$ cat src/rtl/iprot_pkg.sv
// ---------------------------------------------------------------------------
// iprot_pkg: shared types and constants of the ionospheric phase rotator
// Widths, scale constants, the CORDIC arctangent table and the records that
// travel along the cell chains.
// ---------------------------------------------------------------------------
`timescale 1ns / 1ps
`default_nettype none

package iprot_pkg;

  localparam int SAMPLE_WIDTH  = 24;
  localparam int CORDIC_STAGES = 20;

  localparam int DTEC_W  = 24;
  localparam int COEFF_W = 40;
  localparam int CFG_W   = 40;
  localparam int CFG_IDX_W = 1;
  localparam int SKY_W   = 27;
  localparam int BW_W    = 20;
  localparam int PHASE_W = 40;

  // centre in 500 Hz units, signed
  localparam int C2_W   = SKY_W + 3;
  localparam int C2M_W  = C2_W - 1;
  localparam int HALF_W = COEFF_W / 2;
  localparam int PP_W   = HALF_W + DTEC_W;
  localparam int P_W    = 64;
  localparam int DD_W   = 42;
  localparam int N_W    = P_W + 11;
  localparam int Q_W    = PHASE_W + 1;

  // binary angle long division by 45
  localparam int NIB_W     = 4;
  localparam int V_W       = 56;
  localparam int D45_CELLS = V_W / NIB_W;
  localparam int R45_W     = 6;
  localparam int AQ_W      = 32;
  localparam int ANG_SHIFT = 13;

  localparam int XW = SAMPLE_WIDTH + 18;
  localparam int ZW = AQ_W + 2;
  localparam int KW = 5;
  localparam int GAIN_SHIFT = 14;
  localparam int OUT_SHIFT  = 16;

  localparam logic [13:0]      CENTRE_SCALE = 14'd8875;
  localparam logic [9:0]       DEG_SCALE    = 10'd1017;
  localparam logic [R45_W:0]   ANG_DIV      = 7'd45;
  localparam logic [4:0]       ANG_BIAS     = 5'd22;
  localparam logic signed [30:0] CORDIC_GAIN = 31'sd652032874;

  localparam logic [Q_W-1:0] PH_NEG_MAG = Q_W'(1) << (PHASE_W - 1);
  localparam logic [Q_W-1:0] PH_POS_MAG = PH_NEG_MAG - Q_W'(1);

  localparam logic signed [XW-1:0] SMP_MAX = XW'((64'sd1 <<< (SAMPLE_WIDTH - 1)) - 64'sd1);
  localparam logic signed [XW-1:0] SMP_MIN = ~SMP_MAX;
  localparam logic signed [XW-1:0] OUT_RND = XW'(64'sd1 <<< (OUT_SHIFT - 1));

  typedef enum logic [CFG_IDX_W-1:0] {
    REG_DTEC  = 1'b0,
    REG_COEFF = 1'b1
  } cfg_reg_e;

  typedef struct packed {
    logic signed [SAMPLE_WIDTH-1:0] sample_real;
    logic signed [SAMPLE_WIDTH-1:0] sample_imag;
    logic [SKY_W-1:0]               sky_freq_khz;
    logic [BW_W-1:0]                bandwidth_khz;
    logic                           upper_sideband;
  } in_t;

  typedef struct packed {
    logic signed [SAMPLE_WIDTH-1:0] rot_real;
    logic signed [SAMPLE_WIDTH-1:0] rot_imag;
    logic signed [PHASE_W-1:0]      phase_deg;
    logic                           saturated;
  } out_t;

  typedef struct packed {
    logic signed [SAMPLE_WIDTH-1:0] re;
    logic signed [SAMPLE_WIDTH-1:0] im;
    logic                           neg;
    logic                           zero;
    logic                           pzero;
    logic                           sat;
    logic [PHASE_W-1:0]             phase;
  } tag_t;

  typedef struct packed {
    logic [DD_W-1:0] rem;
    logic [Q_W-1:0]  low;
    logic [Q_W-1:0]  quo;
    logic [DD_W-1:0] dd;
    logic            ovf;
    tag_t            tag;
  } div_t;

  typedef struct packed {
    logic [R45_W-1:0] rem;
    logic [V_W-1:0]   low;
    logic [AQ_W-1:0]  quo;
    tag_t             tag;
  } a45_t;

  typedef struct packed {
    logic signed [XW-1:0] x;
    logic signed [XW-1:0] y;
    logic signed [ZW-1:0] z;
    tag_t                 tag;
  } cor_t;

  // atan(2^-k) as a fraction of a full turn, 2^32 per turn
  function automatic logic [AQ_W-1:0] atan_turn(input logic [KW-1:0] k);
    logic [AQ_W-1:0] t;
    case (k)
      5'd0:  t = 32'h20000000;
      5'd1:  t = 32'h12E4051E;
      5'd2:  t = 32'h09FB385B;
      5'd3:  t = 32'h051111D4;
      5'd4:  t = 32'h028B0D43;
      5'd5:  t = 32'h0145D7E1;
      5'd6:  t = 32'h00A2F61E;
      5'd7:  t = 32'h00517C55;
      5'd8:  t = 32'h0028BE53;
      5'd9:  t = 32'h00145F2F;
      5'd10: t = 32'h000A2F98;
      5'd11: t = 32'h000517CC;
      5'd12: t = 32'h00028BE6;
      5'd13: t = 32'h000145F3;
      5'd14: t = 32'h0000A2FA;
      5'd15: t = 32'h0000517D;
      5'd16: t = 32'h000028BE;
      5'd17: t = 32'h0000145F;
      5'd18: t = 32'h00000A30;
      5'd19: t = 32'h00000518;
      5'd20: t = 32'h0000028C;
      5'd21: t = 32'h00000146;
      5'd22: t = 32'h000000A3;
      5'd23: t = 32'h00000051;
      5'd24: t = 32'h00000029;
      5'd25: t = 32'h00000014;
      5'd26: t = 32'h0000000A;
      5'd27: t = 32'h00000005;
      5'd28: t = 32'h00000003;
      5'd29: t = 32'h00000001;
      5'd30: t = 32'h00000001;
      default: t = 32'h00000000;
    endcase
    return t;
  endfunction

endpackage

`default_nettype wire

$ cat src/rtl/iprot_front.sv
// ---------------------------------------------------------------------------
// iprot_front: centre frequency and dividend set-up
// Forms the channel centre, coeff*|dtec| in two half products, the scaled
// divisor and dividend, and the overflow test ahead of the divider chain.
// ---------------------------------------------------------------------------
`timescale 1ns / 1ps
`default_nettype none

module iprot_front (
  input  logic                           clk_i,
  input  logic                           rst_ni,
  input  logic                           en_i,
  input  logic                           valid_i,
  input  iprot_pkg::in_t                 in_i,
  input  logic [iprot_pkg::DTEC_W-1:0]   dtec_i,
  input  logic [iprot_pkg::COEFF_W-1:0]  coeff_i,
  output logic                           valid_o,
  output iprot_pkg::div_t                div_o
);
  import iprot_pkg::*;

  // stage a
  logic [C2_W-1:0]  sky2, bwx, c2u;
  logic             c2neg, dneg, zero_d, pzero_d;
  logic [C2M_W-1:0] c2m_d;
  logic [DTEC_W-1:0] dm;
  logic [PP_W-1:0]  pplo_d, pphi_d;
  tag_t             tag_d;

  logic             va_q;
  logic [PP_W-1:0]  pplo_q, pphi_q;
  logic [C2M_W-1:0] c2m_q;
  tag_t             taga_q;

  // stage b
  logic             vb_q;
  logic [P_W-1:0]   p_d, p_q;
  logic [DD_W-1:0]  dd_d, ddb_q;
  tag_t             tagb_q;

  // stage c
  logic             vc_q;
  logic [N_W-1:0]   n_d, n_q;
  logic [DD_W-1:0]  ddc_q;
  tag_t             tagc_q;

  // stage d
  div_t             div_d;
  logic             vd_q;
  div_t             div_q;

  always_comb begin
    sky2    = {2'b00, in_i.sky_freq_khz, 1'b0};
    bwx     = C2_W'(in_i.bandwidth_khz);
    c2u     = in_i.upper_sideband ? (sky2 + bwx) : (sky2 - bwx);
    c2neg   = c2u[C2_W-1];
    c2m_d   = c2neg ? C2M_W'(C2_W'(0) - c2u) : c2u[C2M_W-1:0];
    zero_d  = (c2u == '0);
    dneg    = dtec_i[DTEC_W-1];
    dm      = dneg ? (DTEC_W'(0) - dtec_i) : dtec_i;
    pzero_d = (coeff_i == '0) || (dtec_i == '0);
    pplo_d  = PP_W'(coeff_i[HALF_W-1:0]) * PP_W'(dm);
    pphi_d  = PP_W'(coeff_i[COEFF_W-1:HALF_W]) * PP_W'(dm);

    tag_d       = '0;
    tag_d.re    = in_i.sample_real;
    tag_d.im    = in_i.sample_imag;
    tag_d.zero  = zero_d;
    tag_d.pzero = pzero_d;
    // zero centre keeps the sign of dtec
    tag_d.neg   = zero_d ? dneg : ((dneg ^ c2neg) & ~pzero_d);
  end

  always_comb begin
    p_d  = {pphi_q, HALF_W'(0)} + P_W'(pplo_q);
    dd_d = DD_W'(c2m_q * CENTRE_SCALE);
    n_d  = N_W'(p_q) * N_W'(DEG_SCALE) + N_W'(ddb_q >> 1);
  end

  always_comb begin
    div_d     = '0;
    div_d.rem = DD_W'(n_q[N_W-1:Q_W]);
    div_d.low = n_q[Q_W-1:0];
    div_d.dd  = ddc_q;
    div_d.ovf = (DD_W'(n_q[N_W-1:Q_W]) >= ddc_q);
    div_d.tag = tagc_q;
  end

  always_ff @(posedge clk_i or negedge rst_ni) begin
    if (!rst_ni) begin
      va_q <= 1'b0;
      vb_q <= 1'b0;
      vc_q <= 1'b0;
      vd_q <= 1'b0;
    end else if (en_i) begin
      va_q <= valid_i;
      vb_q <= va_q;
      vc_q <= vb_q;
      vd_q <= vc_q;
    end
  end

  always_ff @(posedge clk_i) begin
    if (en_i) begin
      pplo_q <= pplo_d;
      pphi_q <= pphi_d;
      c2m_q  <= c2m_d;
      taga_q <= tag_d;
      p_q    <= p_d;
      ddb_q  <= dd_d;
      tagb_q <= taga_q;
      n_q    <= n_d;
      ddc_q  <= ddb_q;
      tagc_q <= tagb_q;
      div_q  <= div_d;
    end
  end

  assign valid_o = vd_q;
  assign div_o   = div_q;

endmodule

`default_nettype wire

$ cat config.mk
export PLATFORM = sky130hd
export DESIGN_NAME = iprot_front
export DESIGN_NICKNAME = d
export VERILOG_FILES = /design/src/rtl/iprot_pkg.sv /design/src/rtl/iprot_front.sv
export SDC_FILE = /design/constraint.sdc
export NUM_CORES = 2
export LEC_CHECK = 0
export BUFFER_PORTS_ARGS = -buffer_cell sky130_fd_sc_hd__buf_2
export CORE_ASPECT_RATIO = 1.2
export CORE_MARGIN = 1.5
export CORE_UTILIZATION = 60
export CTS_CLUSTER_DIAMETER = 30
export DETAILED_ROUTE_END_ITERATION = 7
export GPL_TIMING_DRIVEN = 0
export PLACE_DENSITY = 0.78
export RECOVER_POWER = 25
export SYNTH_ARGS = -nofsm -noshare
export SYNTH_HDL_FRONTEND = slang
export SYNTH_SLANG_ARGS = --single-unit
$ cat constraint.sdc
create_clock -name clk_i -period 8.1 [get_ports clk_i]
set_clock_uncertainty 0.15 [all_clocks]
set_input_delay 0.405 -clock clk_i [delete_from_list [all_inputs] [get_ports clk_i]]
set_output_delay 0.405 -clock clk_i [all_outputs]
set_load 0.005 [all_outputs]
==> flow_summary.json <==
{
  "clock-sinks": 666,
  "synth-edff-count": 662,
  "grt_pass1_vias": 57600,
  "worst_slew_pin_slew_ns": 1.40,
  "grt_usage": 0.335,
  "initial_core_util": 0.606,
  "required_ns": 8.39,
  "arrival_ns": 9.36,
  "finalSetupViolCount": 39,
  "cap_violations": 0,
  "dp_hpwl_mm": 175,
  "die_area_um2": 132000,
  "path_common_cell": "fa_1",
  "synth_cell_types": 79,
  "r2r_start": "p_q[0]$_DFFE_PP_",
  "min-delay-start": "in_i[44]",
  "final_util": 0.680,
  "start_kind": "input pin",
  "dr.pass1.iters": 6,
  "ys_seq_area_frac": 0.256,
  "tritoncts": "built",
  "fp.dieH_um": 398,
  "drive_gt1_frac": 0.110,
  "drv_slew": 0,
  "layout.nets": 10100,
  "fmax_mhz": 110,
  "rsz0062_at_grt": "yes",
  "areaGrowthSynthToFinish_pct": 12.2,
  "num_io_pins": 424,
  "worst_slack_ns": -0.962,
  "stdcell_count": 9649,
  "dp_cells": 9369,
  "max_slew_margin": 0.0549,
  "hold_viol_final": 0,
  "synth_seq_cells": 666,
  "synth_area_per_cell_um2": 10.7,
  "failed_checks": "negative setup slack",
  "dieWidth_um": 332,
  "cp_slowest_cell": "fa_1",
  "clock_path_buffers": 3,
  "yosys_warnings": 0,
  "synth_area_um2": 78000,
  "hold_ws_ns": 0.121,
  "antenna_found_initial": 14,
  "h-tree-depth": 3,
  "root_buffer": "clkbuf_16",
  "cpPeakStageDelay_ns": 0.59,
  "grt_pass1_wl_mm": 332,
  "cp_max_fo": 4,
  "path_clk_slew_ns": 0.06,
  "antenna_left": 0,
  "drt-total-wl_mm": 218,
  "vias": 54100,
  "drt-initial-drc-count": 3921,
  "core_um2": 129000,
  "cts_inserted_buffers": 82,
  "rows": 144,
  "gp_congestion": 1.06,
  "end_kind": "register",
  "grt_max_degree": 140,
  "gr-total-overflow": 0,
  "dp_slack_ns": -2.68,
  "criticalPathCategory": "input pin to register",
  "routed_via_density": 5.61,
  "synth_flop_cell": "edfxtp_1",
  "io_buffers": 325,
  "synthCells": 7271,
  "route.detailed.drc": 0,
  "clk_latency_ns": 0.68,
  "crit_start": "dtec_i[6]",
  "wl_per_cell_um": 22.6,
  "period_share": 1.12,
  "synthArstFlopShare": 0.00601,
  "min_period_ns": 9.06,
  "status": "complete, but fails checks",
  "min_path_type": "input pin to register"
}
-- final timing paths --
| kind | slack (ns) | endpoint | depth (start not counted) |
|---|---|---|---|
| max reg2reg | 0.90 | n_q[73]$_DFFE_PP_ | 19 |
| min | 0.12 | c2m_q[24]$_DFFE_PP_ | 3 |
| max | -0.96 | pplo_q[41]$_DFFE_PP_ | 32 |
| max in group asynchronous | 7.07 | valid_o$_DFFE_PN0P_ | 3 |
| min reg2reg | 0.26 | tagb_q[63]$_DFFE_PP_ | 0 |
| min in group asynchronous | 0.53 | vc_q$_DFFE_PN0P_ | 3 |
-- Yosys cell counts, types with 8 or more instances --
library cell	instances	area (µm²)
o21bai_1	46	345
nor4_1	18	113
nor2b_1	35	219
xor2_1	89	780
and4_1	11	96.3
and3_1	30	188
clkbuf_1	227	852
or2_2	9	56.3
nand2b_1	31	194
ha_1	760	9510
a211oi_1	27	203
nor3_1	47	235
a31oi_1	30	188
nor2_1	145	544
buf_4	90	676
or3_1	22	138
a21o_1	105	788
nand2_1	586	2200
o31ai_1	18	135
o31a_1	8	70.1
fa_1	1254	25100
o21a_1	37	278
a21boi_0	10	75.1
nand4_1	45	282
o211ai_1	20	150
inv_1	1570	5890
xnor2_1	208	1820
edfxtp_1	662	19900
and2_1	547	3420
buf_2	8	40.0
nand3_1	50	250
a31o_2	8	70.1
a211o_1	10	87.6
o21ai_0	129	646
a21oi_1	255	1280
-- layout by cell type (no fill, tap or decap), drive strengths merged, types with 145 or more instances in the layout --
cell type,Yosys,final
nand2,586,586
xnor2,208,208
and2,547,547
edfxtp,662,662
ha,760,760
fa,1254,1254
a21oi,255,255
clkbuf,227,326
nor2,145,145
buf,103,483
inv,1570,1588
-- per-layer routing --
metal	GRT usage	wire (µm)
met5	0	66
met4	0.224	17500
met3	0.0574	16400
met2	0.565	104000
met1	0.396	79600
-- cell type report --
| class | instances | area [µm²] |
|---|---|---|
| Clock inverter | 61 | 762 |
| Clock buffer | 88 | 2070 |
| Tap cell | 1679 | 2100 |
| Inverter | 1571 | 5900 |
| Sequential cell | 666 | 20000 |
| Buffer | 327 | 1950 |
| Timing Repair Buffer | 450 | 2820 |
| Antenna cell | 14 | 35.0 |
| Fill cell | 9800 | 41200 |
| Multi-Input combinational cell | 4793 | 51800 |
-- per-stage QoR --
step / setup TNS, ns / cell area, µm²
after floorplan: -11.76 / 78600
after global placement: -2089.73 / 82300
after detailed placement: -105.50 / 82500
after CTS: -10.76 / 86700
after global routing: -25.49 / 87400
final: -16.91 / 87500
-- registers in the layout, indices dropped and copies added (netlist names) --
register,cells
div_o,169
vc_q,1
ddb_q,42
ddc_q,42
c2m_q,29
va_q,1
vb_q,1
p_q,64
valid_o,1
tagb_q,51
div_d,51
pphi_q,44
taga_q,51
n_q,75
pplo_q,44
-- cells by family after synthesis --
| family | synth area share |
|---|---|
| AO/OA/AOI/OAI | 0.0639 |
| XOR/XNOR | 0.0334 |
| adder cells (fa/ha/maj) | 0.444 |
| buffers and inverters | 0.0963 |
| flip-flops | 0.256 |
| multiplexers | 0.000963 |
| other | 0.0000481 |
| AND/OR/NAND/NOR | 0.105 |
-- what timing repair did --
item	4_1_cts	5_1_grt
resized for setup	177	126
buffers inserted	32	36
endpoints found under the setup margin	59	46
endpoints found under the hold margin	97	0
hold buffers	54	0
pin swaps	35	64
-- critical path, delay by kind of cell --
family	cells	cell delay, ns
AOI/OAI and AO/OA	4	0.97
xor gates and xnor gates	2	0.42
adders and majority gates	8	3.81
buffers and inverters	6	0.46
and+or+nand+nor	12	3.24
Power is left out: the tool's default activity adds up to more than one toggle a clock period on the data nets, which glitch-free logic cannot reach.
