<file path="config.mk">
export PLATFORM = sky130hd
export DESIGN_NAME = iprot_cordic_cell
export DESIGN_NICKNAME = d
export VERILOG_FILES = /design/src/rtl/iprot_pkg.sv /design/src/rtl/iprot_cordic_cell.sv
export SDC_FILE = /design/constraint.sdc
export NUM_CORES = 1
export LEC_CHECK = 0
export ABC_AREA = 1
export BUFFER_PORTS_ARGS = -buffer_cell sky130_fd_sc_hd__buf_2
export CELL_PAD_IN_SITES_DETAIL_PLACEMENT = 2
export CELL_PAD_IN_SITES_GLOBAL_PLACEMENT = 2
export CORE_ASPECT_RATIO = 0.7
export CORE_UTILIZATION = 34
export CTS_BUF_LIST = sky130_fd_sc_hd__clkbuf_2
export DETAILED_ROUTE_END_ITERATION = 8
export GPL_ROUTABILITY_DRIVEN = 0
export GPL_TIMING_DRIVEN = 1
export MAX_ROUTING_LAYER = met4
export PLACE_DENSITY = 0.95
export SYNTH_ARGS = -nofsm -noshare
export SYNTH_HDL_FRONTEND = slang
export SYNTH_SLANG_ARGS = --single-unit
</file>
<file path="constraint.sdc">
create_clock -name clk_i -period 1.05 [get_ports clk_i]
set_input_delay 0 -clock clk_i [delete_from_list [all_inputs] [get_ports clk_i]]
set_output_delay 0 -clock clk_i [all_outputs]
set_load 0.05 [all_outputs]
</file>
<file path="src/rtl/iprot_pkg.sv">
// ---------------------------------------------------------------------------
// iprot_pkg: shared types and constants of the ionospheric phase rotator
// Widths, scale constants, the CORDIC arctangent table and the records that
// travel along the cell chains.
// ---------------------------------------------------------------------------
`timescale 1ns / 1ps
`default_nettype none

package iprot_pkg;

  localparam int SAMPLE_WIDTH  = 24;
  localparam int CORDIC_STAGES = 20;

  localparam int DTEC_W  = 24;
  localparam int COEFF_W = 40;
  localparam int CFG_W   = 40;
  localparam int CFG_IDX_W = 1;
  localparam int SKY_W   = 27;
  localparam int BW_W    = 20;
  localparam int PHASE_W = 40;

  // centre in 500 Hz units, signed
  localparam int C2_W   = SKY_W + 3;
  localparam int C2M_W  = C2_W - 1;
  localparam int HALF_W = COEFF_W / 2;
  localparam int PP_W   = HALF_W + DTEC_W;
  localparam int P_W    = 64;
  localparam int DD_W   = 42;
  localparam int N_W    = P_W + 11;
  localparam int Q_W    = PHASE_W + 1;

  // binary angle long division by 45
  localparam int NIB_W     = 4;
  localparam int V_W       = 56;
  localparam int D45_CELLS = V_W / NIB_W;
  localparam int R45_W     = 6;
  localparam int AQ_W      = 32;
  localparam int ANG_SHIFT = 13;

  localparam int XW = SAMPLE_WIDTH + 18;
  localparam int ZW = AQ_W + 2;
  localparam int KW = 5;
  localparam int GAIN_SHIFT = 14;
  localparam int OUT_SHIFT  = 16;

  localparam logic [13:0]      CENTRE_SCALE = 14'd8875;
  localparam logic [9:0]       DEG_SCALE    = 10'd1017;
  localparam logic [R45_W:0]   ANG_DIV      = 7'd45;
  localparam logic [4:0]       ANG_BIAS     = 5'd22;
  localparam logic signed [30:0] CORDIC_GAIN = 31'sd652032874;

  localparam logic [Q_W-1:0] PH_NEG_MAG = Q_W'(1) << (PHASE_W - 1);
  localparam logic [Q_W-1:0] PH_POS_MAG = PH_NEG_MAG - Q_W'(1);

  localparam logic signed [XW-1:0] SMP_MAX = XW'((64'sd1 <<< (SAMPLE_WIDTH - 1)) - 64'sd1);
  localparam logic signed [XW-1:0] SMP_MIN = ~SMP_MAX;
  localparam logic signed [XW-1:0] OUT_RND = XW'(64'sd1 <<< (OUT_SHIFT - 1));

  typedef enum logic [CFG_IDX_W-1:0] {
    REG_DTEC  = 1'b0,
    REG_COEFF = 1'b1
  } cfg_reg_e;

  typedef struct packed {
    logic signed [SAMPLE_WIDTH-1:0] sample_real;
    logic signed [SAMPLE_WIDTH-1:0] sample_imag;
    logic [SKY_W-1:0]               sky_freq_khz;
    logic [BW_W-1:0]                bandwidth_khz;
    logic                           upper_sideband;
  } in_t;

  typedef struct packed {
    logic signed [SAMPLE_WIDTH-1:0] rot_real;
    logic signed [SAMPLE_WIDTH-1:0] rot_imag;
    logic signed [PHASE_W-1:0]      phase_deg;
    logic                           saturated;
  } out_t;

  typedef struct packed {
    logic signed [SAMPLE_WIDTH-1:0] re;
    logic signed [SAMPLE_WIDTH-1:0] im;
    logic                           neg;
    logic                           zero;
    logic                           pzero;
    logic                           sat;
    logic [PHASE_W-1:0]             phase;
  } tag_t;

  typedef struct packed {
    logic [DD_W-1:0] rem;
    logic [Q_W-1:0]  low;
    logic [Q_W-1:0]  quo;
    logic [DD_W-1:0] dd;
    logic            ovf;
    tag_t            tag;
  } div_t;

  typedef struct packed {
    logic [R45_W-1:0] rem;
    logic [V_W-1:0]   low;
    logic [AQ_W-1:0]  quo;
    tag_t             tag;
  } a45_t;

  typedef struct packed {
    logic signed [XW-1:0] x;
    logic signed [XW-1:0] y;
    logic signed [ZW-1:0] z;
    tag_t                 tag;
  } cor_t;

  // atan(2^-k) as a fraction of a full turn, 2^32 per turn
  function automatic logic [AQ_W-1:0] atan_turn(input logic [KW-1:0] k);
    logic [AQ_W-1:0] t;
    case (k)
      5'd0:  t = 32'h20000000;
      5'd1:  t = 32'h12E4051E;
      5'd2:  t = 32'h09FB385B;
      5'd3:  t = 32'h051111D4;
      5'd4:  t = 32'h028B0D43;
      5'd5:  t = 32'h0145D7E1;
      5'd6:  t = 32'h00A2F61E;
      5'd7:  t = 32'h00517C55;
      5'd8:  t = 32'h0028BE53;
      5'd9:  t = 32'h00145F2F;
      5'd10: t = 32'h000A2F98;
      5'd11: t = 32'h000517CC;
      5'd12: t = 32'h00028BE6;
      5'd13: t = 32'h000145F3;
      5'd14: t = 32'h0000A2FA;
      5'd15: t = 32'h0000517D;
      5'd16: t = 32'h000028BE;
      5'd17: t = 32'h0000145F;
      5'd18: t = 32'h00000A30;
      5'd19: t = 32'h00000518;
      5'd20: t = 32'h0000028C;
      5'd21: t = 32'h00000146;
      5'd22: t = 32'h000000A3;
      5'd23: t = 32'h00000051;
      5'd24: t = 32'h00000029;
      5'd25: t = 32'h00000014;
      5'd26: t = 32'h0000000A;
      5'd27: t = 32'h00000005;
      5'd28: t = 32'h00000003;
      5'd29: t = 32'h00000001;
      5'd30: t = 32'h00000001;
      default: t = 32'h00000000;
    endcase
    return t;
  endfunction

endpackage

`default_nettype wire

</file>
<file path="src/rtl/iprot_cordic_cell.sv">
// ---------------------------------------------------------------------------
// iprot_cordic_cell: one CORDIC micro-rotation
// Rotates by +/- atan(2^-k) towards zero residual angle.
// ---------------------------------------------------------------------------
`timescale 1ns / 1ps
`default_nettype none

module iprot_cordic_cell (
  input  logic                      clk_i,
  input  logic                      rst_ni,
  input  logic                      en_i,
  input  logic [iprot_pkg::KW-1:0]  k_i,
  input  logic                      valid_i,
  input  iprot_pkg::cor_t           c_i,
  output logic                      valid_o,
  output iprot_pkg::cor_t           c_o
);
  import iprot_pkg::*;

  logic signed [XW-1:0] x, y, xs, ys;
  logic signed [ZW-1:0] z, at;
  cor_t                 c_d, c_q;
  logic                 valid_q;

  always_comb begin
    x   = c_i.x;
    y   = c_i.y;
    z   = c_i.z;
    xs  = x >>> k_i;
    ys  = y >>> k_i;
    at  = $signed(ZW'(atan_turn(k_i)));
    c_d = c_i;
    if (!z[ZW-1]) begin
      c_d.x = x - ys;
      c_d.y = y + xs;
      c_d.z = z - at;
    end else begin
      c_d.x = x + ys;
      c_d.y = y - xs;
      c_d.z = z + at;
    end
  end

  always_ff @(posedge clk_i or negedge rst_ni) begin
    if (!rst_ni) begin
      valid_q <= 1'b0;
    end else if (en_i) begin
      valid_q <= valid_i;
    end
  end

  always_ff @(posedge clk_i) begin
    if (en_i) begin
      c_q <= c_d;
    end
  end

  assign valid_o = valid_q;
  assign c_o     = c_q;

endmodule

`default_nettype wire

</file>
==> flow_summary.toml, run 1 <==
[status]
status = "stopped before the end"
stop_stage = "3_5_place_dp"
toolErrorMsg = "[ERROR DPL-0033] detailed placement checks failed during check placement."

[synth]
ys_top_cells_by_area = "edfxtp_1 (29%), nand2_1 (16%), nand3_1 (12%), ha_1 (7.6%), xor2_1 (5.5%)"
ys_warn_count = 0
avgSynthCellArea_um2 = 6.821
ys_ff_latch = 211
synthCells = 3198
synth_top_area_share_pct = 28.91
yosysMostFrequentCell = "nand2_1"
synth_top_area_cell = "edfxtp_1"
ys.flop_type = "edfxtp_1"
synth_fp_nets = 3552
syn_area_um2 = 21810
ys_seq_area_share_pct = 29.02
yosysUniqueCellTypes = 64
synth_edf_count = 210
synthTopCellsByCount = "nand2_1 (919), nand3_1 (509), inv_1 (270)"
async_flop_share_pct = 0.4739

[floorplanning]
die_w_um = 304.7
ios = 430
rows = 77
start_util_pct = 34.46
chipHeight_um = 213.9

[placed_design]
dp_hpwl_um = 168400
io_buffers = 429
[stage by stage]
| step | cell area (um2) | setup WS, ns | cells | TNS (ns) | hold slack (ns) |
|---|---|---|---|---|---|
| after floorplan | 22450 | -2.533 | 3198 | -231.07 | -0.2956 |
| after global placement | 33410 | -3.565 | 5407 | -339.34 | -0.2252 |
[kinds of logic after synthesis]
| group | count (synthesis) | synth area share (%) |
|---|---|---|
| xor gates and xnor gates | 192 | 7.709 |
| adders and majority gates | 135 | 7.847 |
| muxes | 2 | 0.09751 |
| DFF | 211 | 29.02 |
| AOI/OAI and AO/OA | 413 | 10.85 |
| and+or+nand+nor | 1817 | 36.27 |
| buffers and inverters | 428 | 8.202 |
==> inputs of run 2 (changes only) <==
==> config.mk (replaced) <==
export PLATFORM = sky130hd
export DESIGN_NAME = iprot_cordic_cell
export DESIGN_NICKNAME = d
export VERILOG_FILES = /design/src/rtl/iprot_pkg.sv /design/src/rtl/iprot_cordic_cell.sv
export SDC_FILE = /design/constraint.sdc
export NUM_CORES = 1
export LEC_CHECK = 0
export ABC_AREA = 1
export BUFFER_PORTS_ARGS = -buffer_cell sky130_fd_sc_hd__buf_2
export CORE_UTILIZATION = 40
export DETAILED_ROUTE_END_ITERATION = 8
export GPL_ROUTABILITY_DRIVEN = 0
export GPL_TIMING_DRIVEN = 1
export PLACE_DENSITY_LB_ADDON = 0.15
export SYNTH_ARGS = -nofsm -noshare
export SYNTH_HDL_FRONTEND = slang
export SYNTH_SLANG_ARGS = --single-unit
==> run 2 against run 1 <==
Compared with the run above: the flow now finishes, with violations (negative hold slack, negative setup slack); area after synthesis unchanged; synthesized cell count is the same.
==> flow_summary.toml, run 2 <==
[hold_path]
hold_depth = 2
hold-path-endpoint = "c_o[92]"
hold_class = "primary input to flop"
min-delay-start = "c_i[92]"

[route]
drc = 0
wire_per_inst_um = 17.74
dr.first_iter.drc_count = 2256
viasPerCell = 5.251
wl_um = 94910
drtPass1Iterations = 5
via_count = 28092
detail-route-antenna-nets = 0

[global_route]
grt_overflow = 0
first_global_vias = 26218
grt_pass1_wl_um = 138700
grt_max_degree = 64
grtUsageTotal_pct = 31.46
antenna_found_initial = 5

[final_layout]
fin_nets = 4988
layout-drive-gt1-share_pct = 49.49
final_common_cell = "buf_4"
final_area_um2 = 37760
syn2layout_area_growth_pct = 73.09
largest_reg_flops = 210
mostFrequentLayoutCells = "buf_4 (930), nand2_1 (766), buf_2 (422)"

[setup_path]
path_common_cell = "nand3_2"
cp-start-kind = "primary input"
crit_slowest_cell = "ha_1"
rr_endpoint = "valid_o"
crit_fanout = 8
critPathRequiredTime_ns = 1.40
arrival_ns = 3.72
reg2reg_from = "valid_o"
rr_worst_depth = 1
end_kind = "flop"
crit_path_max_incr_delay_ns = 0.32
critical_path_class = "primary input to flop"
crit_family = "simple AND/OR/NAND/NOR gates"
cp_num_cells = 32
rrSetupSlack_ns = 0.29
crit_buf_inv = 9

[synth]
synthTopCellsByCount = "nand2_1 (919), nand3_1 (509), inv_1 (270)"
synth_fp_nets = 3552
synth_top_area_cell = "edfxtp_1"
ys_warn_count = 0
ys_ff_latch = 211
synth_top_area_share_pct = 28.91
ys_seq_area_share_pct = 29.02
avgSynthCellArea_um2 = 6.821
synthCells = 3198
async_flop_share_pct = 0.4739
ys_top_cells_by_area = "edfxtp_1 (29%), nand2_1 (16%), nand3_1 (12%), ha_1 (7.6%), xor2_1 (5.5%)"
yosysMostFrequentCell = "nand2_1"
ys.flop_type = "edfxtp_1"
yosysUniqueCellTypes = 64
syn_area_um2 = 21810
synth_edf_count = 210

[status]
violations = "negative hold slack, negative setup slack"
status = "finished, violations left"

[power_and_ir_drop]
seq_power_share_pct = 22.6
p_sw_w = 0.02356
sw_frac_of_total_pct = 44.77
p_int_w = 0.02907
power_density_nw_per_um2 = 1394
combPwrFrac_pct = 62.3
ir_worst_vdd_uv = 1168
p_leak_nw = 18.33
power_frac_clock_pct = 15.1

[cts]
clock_path_buffers = 3
cts.reportedPaths.clkPinSlew_ns = 0.07
clk_root_buffer_cell = "clkbuf_16"
cts.sinks = 211
clock_latency_ns = 0.54
h-tree-depth = 1
ctsHoldBuffers = 96
cts_tree = "built"
numCtsBuffers = 24

[sta]
tightest_slew_ns = 0.4247
fmax_mhz = 296.2
drv_slew = 0
rsz0062_at_grt = "yes"
min_period_ns = 3.376
whs_ns = -0.2318
timing.final.hold_violations = 4
period_share_pct = 321.5
setup_ws_ns = -2.326
relSlewSlack_pct = 71.69
setup_viol = 329
fin_skew_ns = 0

[floorplanning]
core_um2 = 53810
start_util_pct = 40.53
rows = 85
chipHeight_um = 235.5
die-area_um2 = 55470
die_w_um = 235.5
ios = 430

[job]
max_cap_violations = 0

[placed_design]
dp_hpwl_um = 71870
place_area_um2 = 32140
io_buffers = 429
==> run 2: cell counts after synthesis <==
No cell type changed its count.
==> run 2: worst max-delay path by stage <==
stage                     startpoint  endpoint  slack, ns
after detailed placement      k_i[0]  c_o[209]      -3.23
after CTS                     k_i[1]  c_o[209]      -2.25
final                         k_i[0]  c_o[167]      -2.33
after global routing          k_i[0]  c_o[160]      -2.51
after global placement        k_i[0]  c_o[209]      -3.20
after floorplan               k_i[0]  c_o[119]      -2.53
==> run 2: kinds of logic after synthesis <==
group	Yosys count	share of synthesized area [%]
DFF	211	29.02
AOI/OAI and AO/OA	413	10.85
buffers and inverters	428	8.202
and+or+nand+nor	1817	36.27
adders and majority gates	135	7.847
muxes	2	0.09751
xor gates and xnor gates	192	7.709
==> run 2: power by group through the flow <==
stage / Combinational, W / Clock (W) / Sequential [W]
floorplan: 0.0110 / 0 / 0.0177
global placement: 0.0281 / 0 / 0.0120
detailed placement: 0.0283 / 0 / 0.0120
CTS: 0.0301 / 0.00803 / 0.0119
global route: 0.0349 / 0.00849 / 0.0120
finish: 0.0328 / 0.00794 / 0.0119
==> run 2: layer usage <==
metal / track usage, % / wire length (um)
met1: 40.23 / 38420
met4: 12.77 / 4822
met3: 3.518 / 6706
met2: 53.91 / 44910
met5: 0 / 42
==> run 2: what timing repair did <==
item / CTS / global route
gates resized for setup: 246 / 500
pin swaps: 78 / 183
gates cloned: 5 / 3
hold endpoints to repair: 144 / 4
endpoints found under the setup margin: 329 / 329
buffers inserted: 23 / 49
==> run 2: area by class of cell <==
cell class | instances | area (um2)
Fill cell | 4458 | 16060
Antenna cell | 3 | 7.507
Clock buffer | 30 | 623.1
Inverter | 320 | 1225
Tap cell | 696 | 870.8
Multi-Input combinational cell | 2559 | 17270
Timing Repair Buffer | 1518 | 11340
Sequential cell | 211 | 6331
Clock inverter | 13 | 86.33
==> run 2: per-stage QoR <==
step | power, W | TNS, ns | setup WS, ns | cells | utilization (%)
2_1_floorplan | 0.02870 | -231.07 | -2.533 | 3198 | -
3_3_place_gp | 0.04013 | -300.60 | -3.200 | 5128 | 59.72
3_5_place_dp | 0.04030 | -305.14 | -3.230 | 5128 | 59.72
4_1_cts | 0.04999 | -236.89 | -2.251 | 5295 | 65.49
5_1_grt | 0.05540 | -267.28 | -2.508 | 5349 | 70.16
6_report | 0.05263 | -241.82 | -2.326 | 5350 | 70.16
No activity file was read; power rests on OpenSTA's default activity.
