`config.mk`:
```
export PLATFORM = sky130hd
export DESIGN_NAME = iprot_d45_cell
export DESIGN_NICKNAME = d
export VERILOG_FILES = /design/src/rtl/iprot_pkg.sv /design/src/rtl/iprot_d45_cell.sv
export SDC_FILE = /design/constraint.sdc
export NUM_CORES = 1
export LEC_CHECK = 0
export BUFFER_PORTS_ARGS = -buffer_cell sky130_fd_sc_hd__buf_2
export CORE_AREA = 2 2 148 150
export DETAILED_ROUTE_END_ITERATION = 8
export DIE_AREA = 0 0 150 152
export GPL_ROUTABILITY_DRIVEN = 0
export GPL_TIMING_DRIVEN = 0
export PLACE_DENSITY = 0.69
export SYNTH_ARGS = -nofsm -noshare
export SYNTH_HDL_FRONTEND = slang
export SYNTH_SLANG_ARGS = --single-unit
```
`constraint.sdc`:
```
create_clock -name clk_i -period 0.8 [get_ports clk_i]
set_input_delay 0.04 -clock clk_i [delete_from_list [all_inputs] [get_ports clk_i]]
set_output_delay 0.04 -clock clk_i [all_outputs]
set_load 0.05 [all_outputs]
```
`src/rtl/iprot_pkg.sv`:
```
// ---------------------------------------------------------------------------
// iprot_pkg: shared types and constants of the ionospheric phase rotator
// Widths, scale constants, the CORDIC arctangent table and the records that
// travel along the cell chains.
// ---------------------------------------------------------------------------
`timescale 1ns / 1ps
`default_nettype none

package iprot_pkg;

  localparam int SAMPLE_WIDTH  = 24;
  localparam int CORDIC_STAGES = 20;

  localparam int DTEC_W  = 24;
  localparam int COEFF_W = 40;
  localparam int CFG_W   = 40;
  localparam int CFG_IDX_W = 1;
  localparam int SKY_W   = 27;
  localparam int BW_W    = 20;
  localparam int PHASE_W = 40;

  // centre in 500 Hz units, signed
  localparam int C2_W   = SKY_W + 3;
  localparam int C2M_W  = C2_W - 1;
  localparam int HALF_W = COEFF_W / 2;
  localparam int PP_W   = HALF_W + DTEC_W;
  localparam int P_W    = 64;
  localparam int DD_W   = 42;
  localparam int N_W    = P_W + 11;
  localparam int Q_W    = PHASE_W + 1;

  // binary angle long division by 45
  localparam int NIB_W     = 4;
  localparam int V_W       = 56;
  localparam int D45_CELLS = V_W / NIB_W;
  localparam int R45_W     = 6;
  localparam int AQ_W      = 32;
  localparam int ANG_SHIFT = 13;

  localparam int XW = SAMPLE_WIDTH + 18;
  localparam int ZW = AQ_W + 2;
  localparam int KW = 5;
  localparam int GAIN_SHIFT = 14;
  localparam int OUT_SHIFT  = 16;

  localparam logic [13:0]      CENTRE_SCALE = 14'd8875;
  localparam logic [9:0]       DEG_SCALE    = 10'd1017;
  localparam logic [R45_W:0]   ANG_DIV      = 7'd45;
  localparam logic [4:0]       ANG_BIAS     = 5'd22;
  localparam logic signed [30:0] CORDIC_GAIN = 31'sd652032874;

  localparam logic [Q_W-1:0] PH_NEG_MAG = Q_W'(1) << (PHASE_W - 1);
  localparam logic [Q_W-1:0] PH_POS_MAG = PH_NEG_MAG - Q_W'(1);

  localparam logic signed [XW-1:0] SMP_MAX = XW'((64'sd1 <<< (SAMPLE_WIDTH - 1)) - 64'sd1);
  localparam logic signed [XW-1:0] SMP_MIN = ~SMP_MAX;
  localparam logic signed [XW-1:0] OUT_RND = XW'(64'sd1 <<< (OUT_SHIFT - 1));

  typedef enum logic [CFG_IDX_W-1:0] {
    REG_DTEC  = 1'b0,
    REG_COEFF = 1'b1
  } cfg_reg_e;

  typedef struct packed {
    logic signed [SAMPLE_WIDTH-1:0] sample_real;
    logic signed [SAMPLE_WIDTH-1:0] sample_imag;
    logic [SKY_W-1:0]               sky_freq_khz;
    logic [BW_W-1:0]                bandwidth_khz;
    logic                           upper_sideband;
  } in_t;

  typedef struct packed {
    logic signed [SAMPLE_WIDTH-1:0] rot_real;
    logic signed [SAMPLE_WIDTH-1:0] rot_imag;
    logic signed [PHASE_W-1:0]      phase_deg;
    logic                           saturated;
  } out_t;

  typedef struct packed {
    logic signed [SAMPLE_WIDTH-1:0] re;
    logic signed [SAMPLE_WIDTH-1:0] im;
    logic                           neg;
    logic                           zero;
    logic                           pzero;
    logic                           sat;
    logic [PHASE_W-1:0]             phase;
  } tag_t;

  typedef struct packed {
    logic [DD_W-1:0] rem;
    logic [Q_W-1:0]  low;
    logic [Q_W-1:0]  quo;
    logic [DD_W-1:0] dd;
    logic            ovf;
    tag_t            tag;
  } div_t;

  typedef struct packed {
    logic [R45_W-1:0] rem;
    logic [V_W-1:0]   low;
    logic [AQ_W-1:0]  quo;
    tag_t             tag;
  } a45_t;

  typedef struct packed {
    logic signed [XW-1:0] x;
    logic signed [XW-1:0] y;
    logic signed [ZW-1:0] z;
    tag_t                 tag;
  } cor_t;

  // atan(2^-k) as a fraction of a full turn, 2^32 per turn
  function automatic logic [AQ_W-1:0] atan_turn(input logic [KW-1:0] k);
    logic [AQ_W-1:0] t;
    case (k)
      5'd0:  t = 32'h20000000;
      5'd1:  t = 32'h12E4051E;
      5'd2:  t = 32'h09FB385B;
      5'd3:  t = 32'h051111D4;
      5'd4:  t = 32'h028B0D43;
      5'd5:  t = 32'h0145D7E1;
      5'd6:  t = 32'h00A2F61E;
      5'd7:  t = 32'h00517C55;
      5'd8:  t = 32'h0028BE53;
      5'd9:  t = 32'h00145F2F;
      5'd10: t = 32'h000A2F98;
      5'd11: t = 32'h000517CC;
      5'd12: t = 32'h00028BE6;
      5'd13: t = 32'h000145F3;
      5'd14: t = 32'h0000A2FA;
      5'd15: t = 32'h0000517D;
      5'd16: t = 32'h000028BE;
      5'd17: t = 32'h0000145F;
      5'd18: t = 32'h00000A30;
      5'd19: t = 32'h00000518;
      5'd20: t = 32'h0000028C;
      5'd21: t = 32'h00000146;
      5'd22: t = 32'h000000A3;
      5'd23: t = 32'h00000051;
      5'd24: t = 32'h00000029;
      5'd25: t = 32'h00000014;
      5'd26: t = 32'h0000000A;
      5'd27: t = 32'h00000005;
      5'd28: t = 32'h00000003;
      5'd29: t = 32'h00000001;
      5'd30: t = 32'h00000001;
      default: t = 32'h00000000;
    endcase
    return t;
  endfunction

endpackage

`default_nettype wire

```
`src/rtl/iprot_d45_cell.sv`:
```
// ---------------------------------------------------------------------------
// iprot_d45_cell: one nibble of the long division by 45
// Turns degrees into a binary angle four quotient bits at a time.
// ---------------------------------------------------------------------------
`timescale 1ns / 1ps
`default_nettype none

module iprot_d45_cell (
  input  logic             clk_i,
  input  logic             rst_ni,
  input  logic             en_i,
  input  logic             valid_i,
  input  iprot_pkg::a45_t  a_i,
  output logic             valid_o,
  output iprot_pkg::a45_t  a_o
);
  import iprot_pkg::*;

  logic [R45_W-1:0] r;
  logic [R45_W:0]   t;
  logic [NIB_W-1:0] qn;
  a45_t             a_d, a_q;
  logic             valid_q;

  always_comb begin
    r  = a_i.rem;
    qn = '0;
    for (int i = 0; i < NIB_W; i++) begin
      t = {r, a_i.low[V_W-1-i]};
      if (t >= ANG_DIV) begin
        r             = R45_W'(t - ANG_DIV);
        qn[NIB_W-1-i] = 1'b1;
      end else begin
        r = t[R45_W-1:0];
      end
    end
    a_d     = a_i;
    a_d.rem = r;
    a_d.low = a_i.low << NIB_W;
    a_d.quo = {a_i.quo[AQ_W-NIB_W-1:0], qn};
  end

  always_ff @(posedge clk_i or negedge rst_ni) begin
    if (!rst_ni) begin
      valid_q <= 1'b0;
    end else if (en_i) begin
      valid_q <= valid_i;
    end
  end

  always_ff @(posedge clk_i) begin
    if (en_i) begin
      a_q <= a_d;
    end
  end

  assign valid_o = valid_q;
  assign a_o     = a_q;

endmodule

`default_nettype wire

```
==> report_table.html <==
<table>
<tr><th>Metric</th><th>Value</th></tr>
<tr><th colspan="2">Floorplanning</th></tr>
<tr><td>Starting Density</td><td>32.1%</td></tr>
<tr><td>Die height</td><td>152 um</td></tr>
<tr><td>Core Area</td><td>21400 sq um</td></tr>
<tr><td>Number of standard-cell rows in the floorplan</td><td>54</td></tr>
<tr><td>Number of top-level design ports</td><td>377</td></tr>
<tr><td>Die span in x</td><td>150 um</td></tr>
<tr><td>Area enclosed by the die boundary</td><td>22800 sq um</td></tr>
<tr><th colspan="2">Synthesis</th></tr>
<tr><td>Post-synth top flop</td><td>edfxtp_1</td></tr>
<tr><td>Largest cells by area after synthesis</td><td>edfxtp_1 80%, ha_1 1.5%, xnor2_1 1.4%</td></tr>
<tr><td>Yosys top cell area share</td><td>79.8%</td></tr>
<tr><td>Sequential cell area fraction in the yosys report</td><td>80.1%</td></tr>
<tr><td>Syn. warnings</td><td>0</td></tr>
<tr><td>Asr flop ratio synth</td><td>0.546%</td></tr>
<tr><td>Top cell type by total area after synthesis</td><td>edfxtp_1</td></tr>
<tr><td>Flops &amp; latches, synth</td><td>183</td></tr>
<tr><td>EDFF count, synth</td><td>182</td></tr>
<tr><td>Netlist area before placement</td><td>6850 sq um</td></tr>
<tr><td>Post-Synthesis Mean Instance Area</td><td>18.8 sq um</td></tr>
<tr><td>Unique cell type count in the Yosys netlist</td><td>63</td></tr>
<tr><td>Post-Syn Instances</td><td>364</td></tr>
<tr><th colspan="2">Drt</th></tr>
<tr><td>Number of detailed-route iterations in the first pass</td><td>5</td></tr>
<tr><td>Overall routed net length</td><td>25800 um</td></tr>
<tr><td>Number of DRC violations after detailed-routing iteration 0</td><td>352</td></tr>
<tr><td>Routed vias/inst</td><td>4.61</td></tr>
<tr><td>Routed via count</td><td>5776</td></tr>
<tr><td>Average detailed-routed wire length per instance</td><td>20.6 um</td></tr>
<tr><td>Post-route DRC</td><td>0</td></tr>
<tr><td>Antenna violation net count after detailed routing</td><td>0</td></tr>
<tr><th colspan="2">Layout</th></tr>
<tr><td>Core occupancy in the finished layout</td><td>61.2%</td></tr>
<tr><td>Net count, final</td><td>1155</td></tr>
<tr><td>Number of filler cells placed in the layout</td><td>1494</td></tr>
<tr><td>Most common cell after layout, fill and taps aside</td><td>buf_6</td></tr>
<tr><td>Area of all sequential standard cells</td><td>5490 sq um</td></tr>
<tr><td>Final design area excluding fillers</td><td>13100 sq um</td></tr>
<tr><td>Syn-to-layout area delta</td><td>90.6%</td></tr>
<tr><td>Number of non-filler instances in the completed layout</td><td>1252</td></tr>
<tr><td>Top library cells by usage in the layout, fill and taps aside</td><td>190 x buf_6, 182 x edfxtp_1, 180 x buf_2, 176 x dlygate4sd3_1, 30 x buf_4</td></tr>
<tr><td>Ratio of cells with drive above 1 in the final layout</td><td>50.8%</td></tr>
<tr><td>Multi-input combinational cell area</td><td>1420 sq um</td></tr>
<tr><th colspan="2">Placement</th></tr>
<tr><td>Number of placed instances with taps included</td><td>1015</td></tr>
<tr><td>Final HPWL from detailed placement</td><td>15400 um</td></tr>
<tr><td>Instance area after placement</td><td>9180 sq um</td></tr>
<tr><td>Number of buffer cells added on primary ports</td><td>367</td></tr>
<tr><th colspan="2">Timing</th></tr>
<tr><td>Post-route fraction of the period consumed by the critical path</td><td>439%</td></tr>
<tr><td>Highest clock frequency the design can meet</td><td>285 MHz</td></tr>
<tr><td>Fin worst setup slack</td><td>-2.71 ns</td></tr>
<tr><td>Number of failing hold endpoints at the final stage</td><td>0</td></tr>
<tr><td>Final critical delay including setup and external delays</td><td>3.51 ns</td></tr>
<tr><td>Setup repair after global routing missed its margin</td><td>yes</td></tr>
<tr><td>Slew headroom</td><td>62.3%</td></tr>
<tr><td>Final Setup Violations</td><td>192</td></tr>
<tr><td>Worst hold margin</td><td>0.0680 ns</td></tr>
<tr><td>Post-route clock skew</td><td>0 ns</td></tr>
<tr><td>Number of slew-limit violations in the final report</td><td>0</td></tr>
<tr><td>Tightest Pin Transition</td><td>0.561 ns</td></tr>
<tr><th colspan="2">Run status</th></tr>
<tr><td>Failing checks</td><td>negative setup slack</td></tr>
<tr><td>Run status</td><td>complete, but fails checks</td></tr>
<tr><th colspan="2">Critical path</th></tr>
<tr><td>Critical path startpoint</td><td>a_i[180]</td></tr>
<tr><td>Worst path cell trace</td><td>buf_12 &gt; inv_8 &gt; ha_4 &gt; nor3_4 &gt; a21oi_2 &gt; mux2i_4 &gt; ha_2 &gt; nor2_2 &gt; a2111o_1 &gt; a2bb2oi_4 &gt; nor3_4 &gt; nor2_2 &gt; inv_2 &gt; ha_4 &gt; or4_4 &gt; or4_4 &gt; o221ai_4 &gt; nand4_1 &gt; a22oi_2 &gt; a31oi_4 &gt; nor2_2 &gt; xnor2_1</td></tr>
<tr><td>Critical Path End Type</td><td>register</td></tr>
<tr><td>Required time reported for the critical path endpoint</td><td>0.98 ns</td></tr>
<tr><td>Worst R2R Start</td><td>valid_o$_DFFE_PN0P_</td></tr>
<tr><td>Reg-to-reg setup timing slack</td><td>0 ns</td></tr>
<tr><td>Critical Path Source Type</td><td>input port</td></tr>
<tr><td>Worst path arrival time</td><td>3.69 ns</td></tr>
<tr><td>Worst Setup Path Type</td><td>in2reg</td></tr>
<tr><td>Cell type with the highest occurrence count on the critical path</td><td>nor2_2</td></tr>
<tr><td>Crit Path Max Fanout</td><td>5</td></tr>
<tr><td>Longest individual stage delay on the worst path</td><td>0.45 ns</td></tr>
<tr><td>Worst-path cell with the longest stage delay</td><td>or4_4</td></tr>
<tr><th colspan="2">Power and ir drop</th></tr>
<tr><td>Cell Pwr Density</td><td>2300 nW/um^2</td></tr>
<tr><td>Leakage Power</td><td>5.38 nW</td></tr>
<tr><td>Worst VDD drop</td><td>0.00146 V</td></tr>
<tr><td>Final Total Pwr</td><td>0.0301 W</td></tr>
<tr><th colspan="2">Clock network</th></tr>
<tr><td>Clock transition at the register clock pins on the worst setup and hold paths after CTS</td><td>0.08 ns</td></tr>
<tr><td>Clock H-tree levels</td><td>4</td></tr>
<tr><td>TritonCTS clock tree</td><td>built</td></tr>
<tr><td>Skew-Pair Late Insertion Delay</td><td>0.42 ns</td></tr>
<tr><td>Root Driver</td><td>clkbuf_16</td></tr>
<tr><td>Number of buffers added by the clock tree synthesis step</td><td>17</td></tr>
<tr><td>Clock Path Buffers</td><td>2</td></tr>
<tr><td>Clock Sink Count</td><td>183</td></tr>
<tr><th colspan="2">Hold path</th></tr>
<tr><td>Launch instance of the worst min-delay path</td><td>en_i</td></tr>
<tr><td>Hold/Removal Path Class</td><td>in2reg</td></tr>
<tr><th colspan="2">GRT</th></tr>
<tr><td>Pin count of the biggest net entering global routing</td><td>65</td></tr>
<tr><td>Aggregate global routing overflow</td><td>0</td></tr>
<tr><td>Overall routing resource usage</td><td>22.0%</td></tr>
<tr><td>Vias in the first global route</td><td>6124</td></tr>
<tr><td>Global-route wire length before repair</td><td>36900 um</td></tr>
<tr><td>Antenna violations before repair</td><td>3</td></tr>
<tr><th colspan="2">Run</th></tr>
<tr><td>Number of max-cap violations</td><td>0</td></tr>
</table>
==> critical path: cells and delay by family <==
| family | cells | cell delay, ns |
|---|---|---|
| XOR/XNOR | 1 | 0.06 |
| multiplexers | 1 | 0.14 |
| adder cells (fa/ha/maj) | 3 | 0.50 |
| AO/OA/AOI/OAI | 6 | 1.25 |
| AND/OR/NAND/NOR | 8 | 1.51 |
| buffers and inverters | 3 | 0.17 |
==> Yosys cell counts (3+ instances only) <==
cell type	count
nor2_1	16
nand3_1	5
mux2i_1	5
nand2_1	9
a211oi_1	4
ha_1	8
buf_6	3
or4_1	3
inv_1	10
nor3_1	4
and2_1	4
o21a_1	3
edfxtp_1	182
buf_2	3
xnor2_1	11
nor2_2	4
o21ai_1	4
buf_4	5
o21ai_0	9
o2bb2ai_1	3
nand3b_1	4
a21oi_1	10
nor3_2	3
==> power by group <==
group          switching, W  leakage (nW)  internal (W)
registers          0.000476          1.79        0.0117
clock network       0.00418         0.294       0.00424
logic               0.00565          3.30       0.00388
total                0.0103          5.38        0.0198
==> what timing repair did <==
action                                  4_1_cts  5_1_grt
hold buffers                                176        0
resized for setup                           390        9
pin swaps                                    19       10
endpoints found under the setup margin      320      194
endpoints found under the hold margin       175        0
buffers inserted                             22        4
cloned                                        1        0
==> metrics by stage <==
stage          setup slack [ns]  TNS [ns]
2_1_floorplan             -3.33    -26.26
3_3_place_gp              -3.98   -517.59
3_5_place_dp              -3.99   -105.45
4_1_cts                   -2.73    -66.53
5_1_grt                   -2.90    -71.77
6_report                  -2.71    -63.11
==> state kept, by name (all words and copies together) (netlist names) <==
signal   cells
a_o        182
valid_o      1
==> per-layer routing <==
metal | up-vias | GRT usage [%] | share of wire [%]
met5 | - | 0 | 0.050
met4 | 2 | 10.7 | 4.1
met3 | 54 | 5.74 | 7.6
met2 | 304 | 39.4 | 53
li1 | 2614 | - | -
met1 | 2802 | 23.7 | 35
==> final cells by class <==
| type | instances | area share (%) |
|---|---|---|
| clock inverters | 15 | 1.36 |
| repair buffers | 571 | 38.7 |
| flip-flops and latches | 183 | 42.1 |
| multi-input cells | 163 | 10.8 |
| diodes | 2 | 0.0383 |
| well taps | 280 | 2.68 |
| inverters | 10 | 0.345 |
| plain buffers | 11 | 0.728 |
| clock buffers | 17 | 3.26 |
==> cells by family after synthesis <==
logic type	after synthesis	synth area share (%)
flip-flops	183	80.1
adder cells (fa/ha/maj)	8	1.46
AO/OA/AOI/OAI	60	7.47
other	1	0.0547
buffers and inverters	21	1.81
multiplexers	7	1.06
XOR/XNOR	14	2.01
AND/OR/NAND/NOR	70	6.01
==> worst paths after layout <==
kind / endpoint / cells after the start
min in group asynchronous: valid_o$_DFFE_PN0P_ / 3
max in group asynchronous: valid_o$_DFFE_PN0P_ / 3
min reg2reg: valid_o$_DFFE_PN0P_ / 1
max: a_o[182]$_DFFE_PP_ / 22
max reg2reg: valid_o$_DFFE_PN0P_ / 1
min: a_o[108]$_DFFE_PP_ / 1
Power figures use the tool's default switching activity.
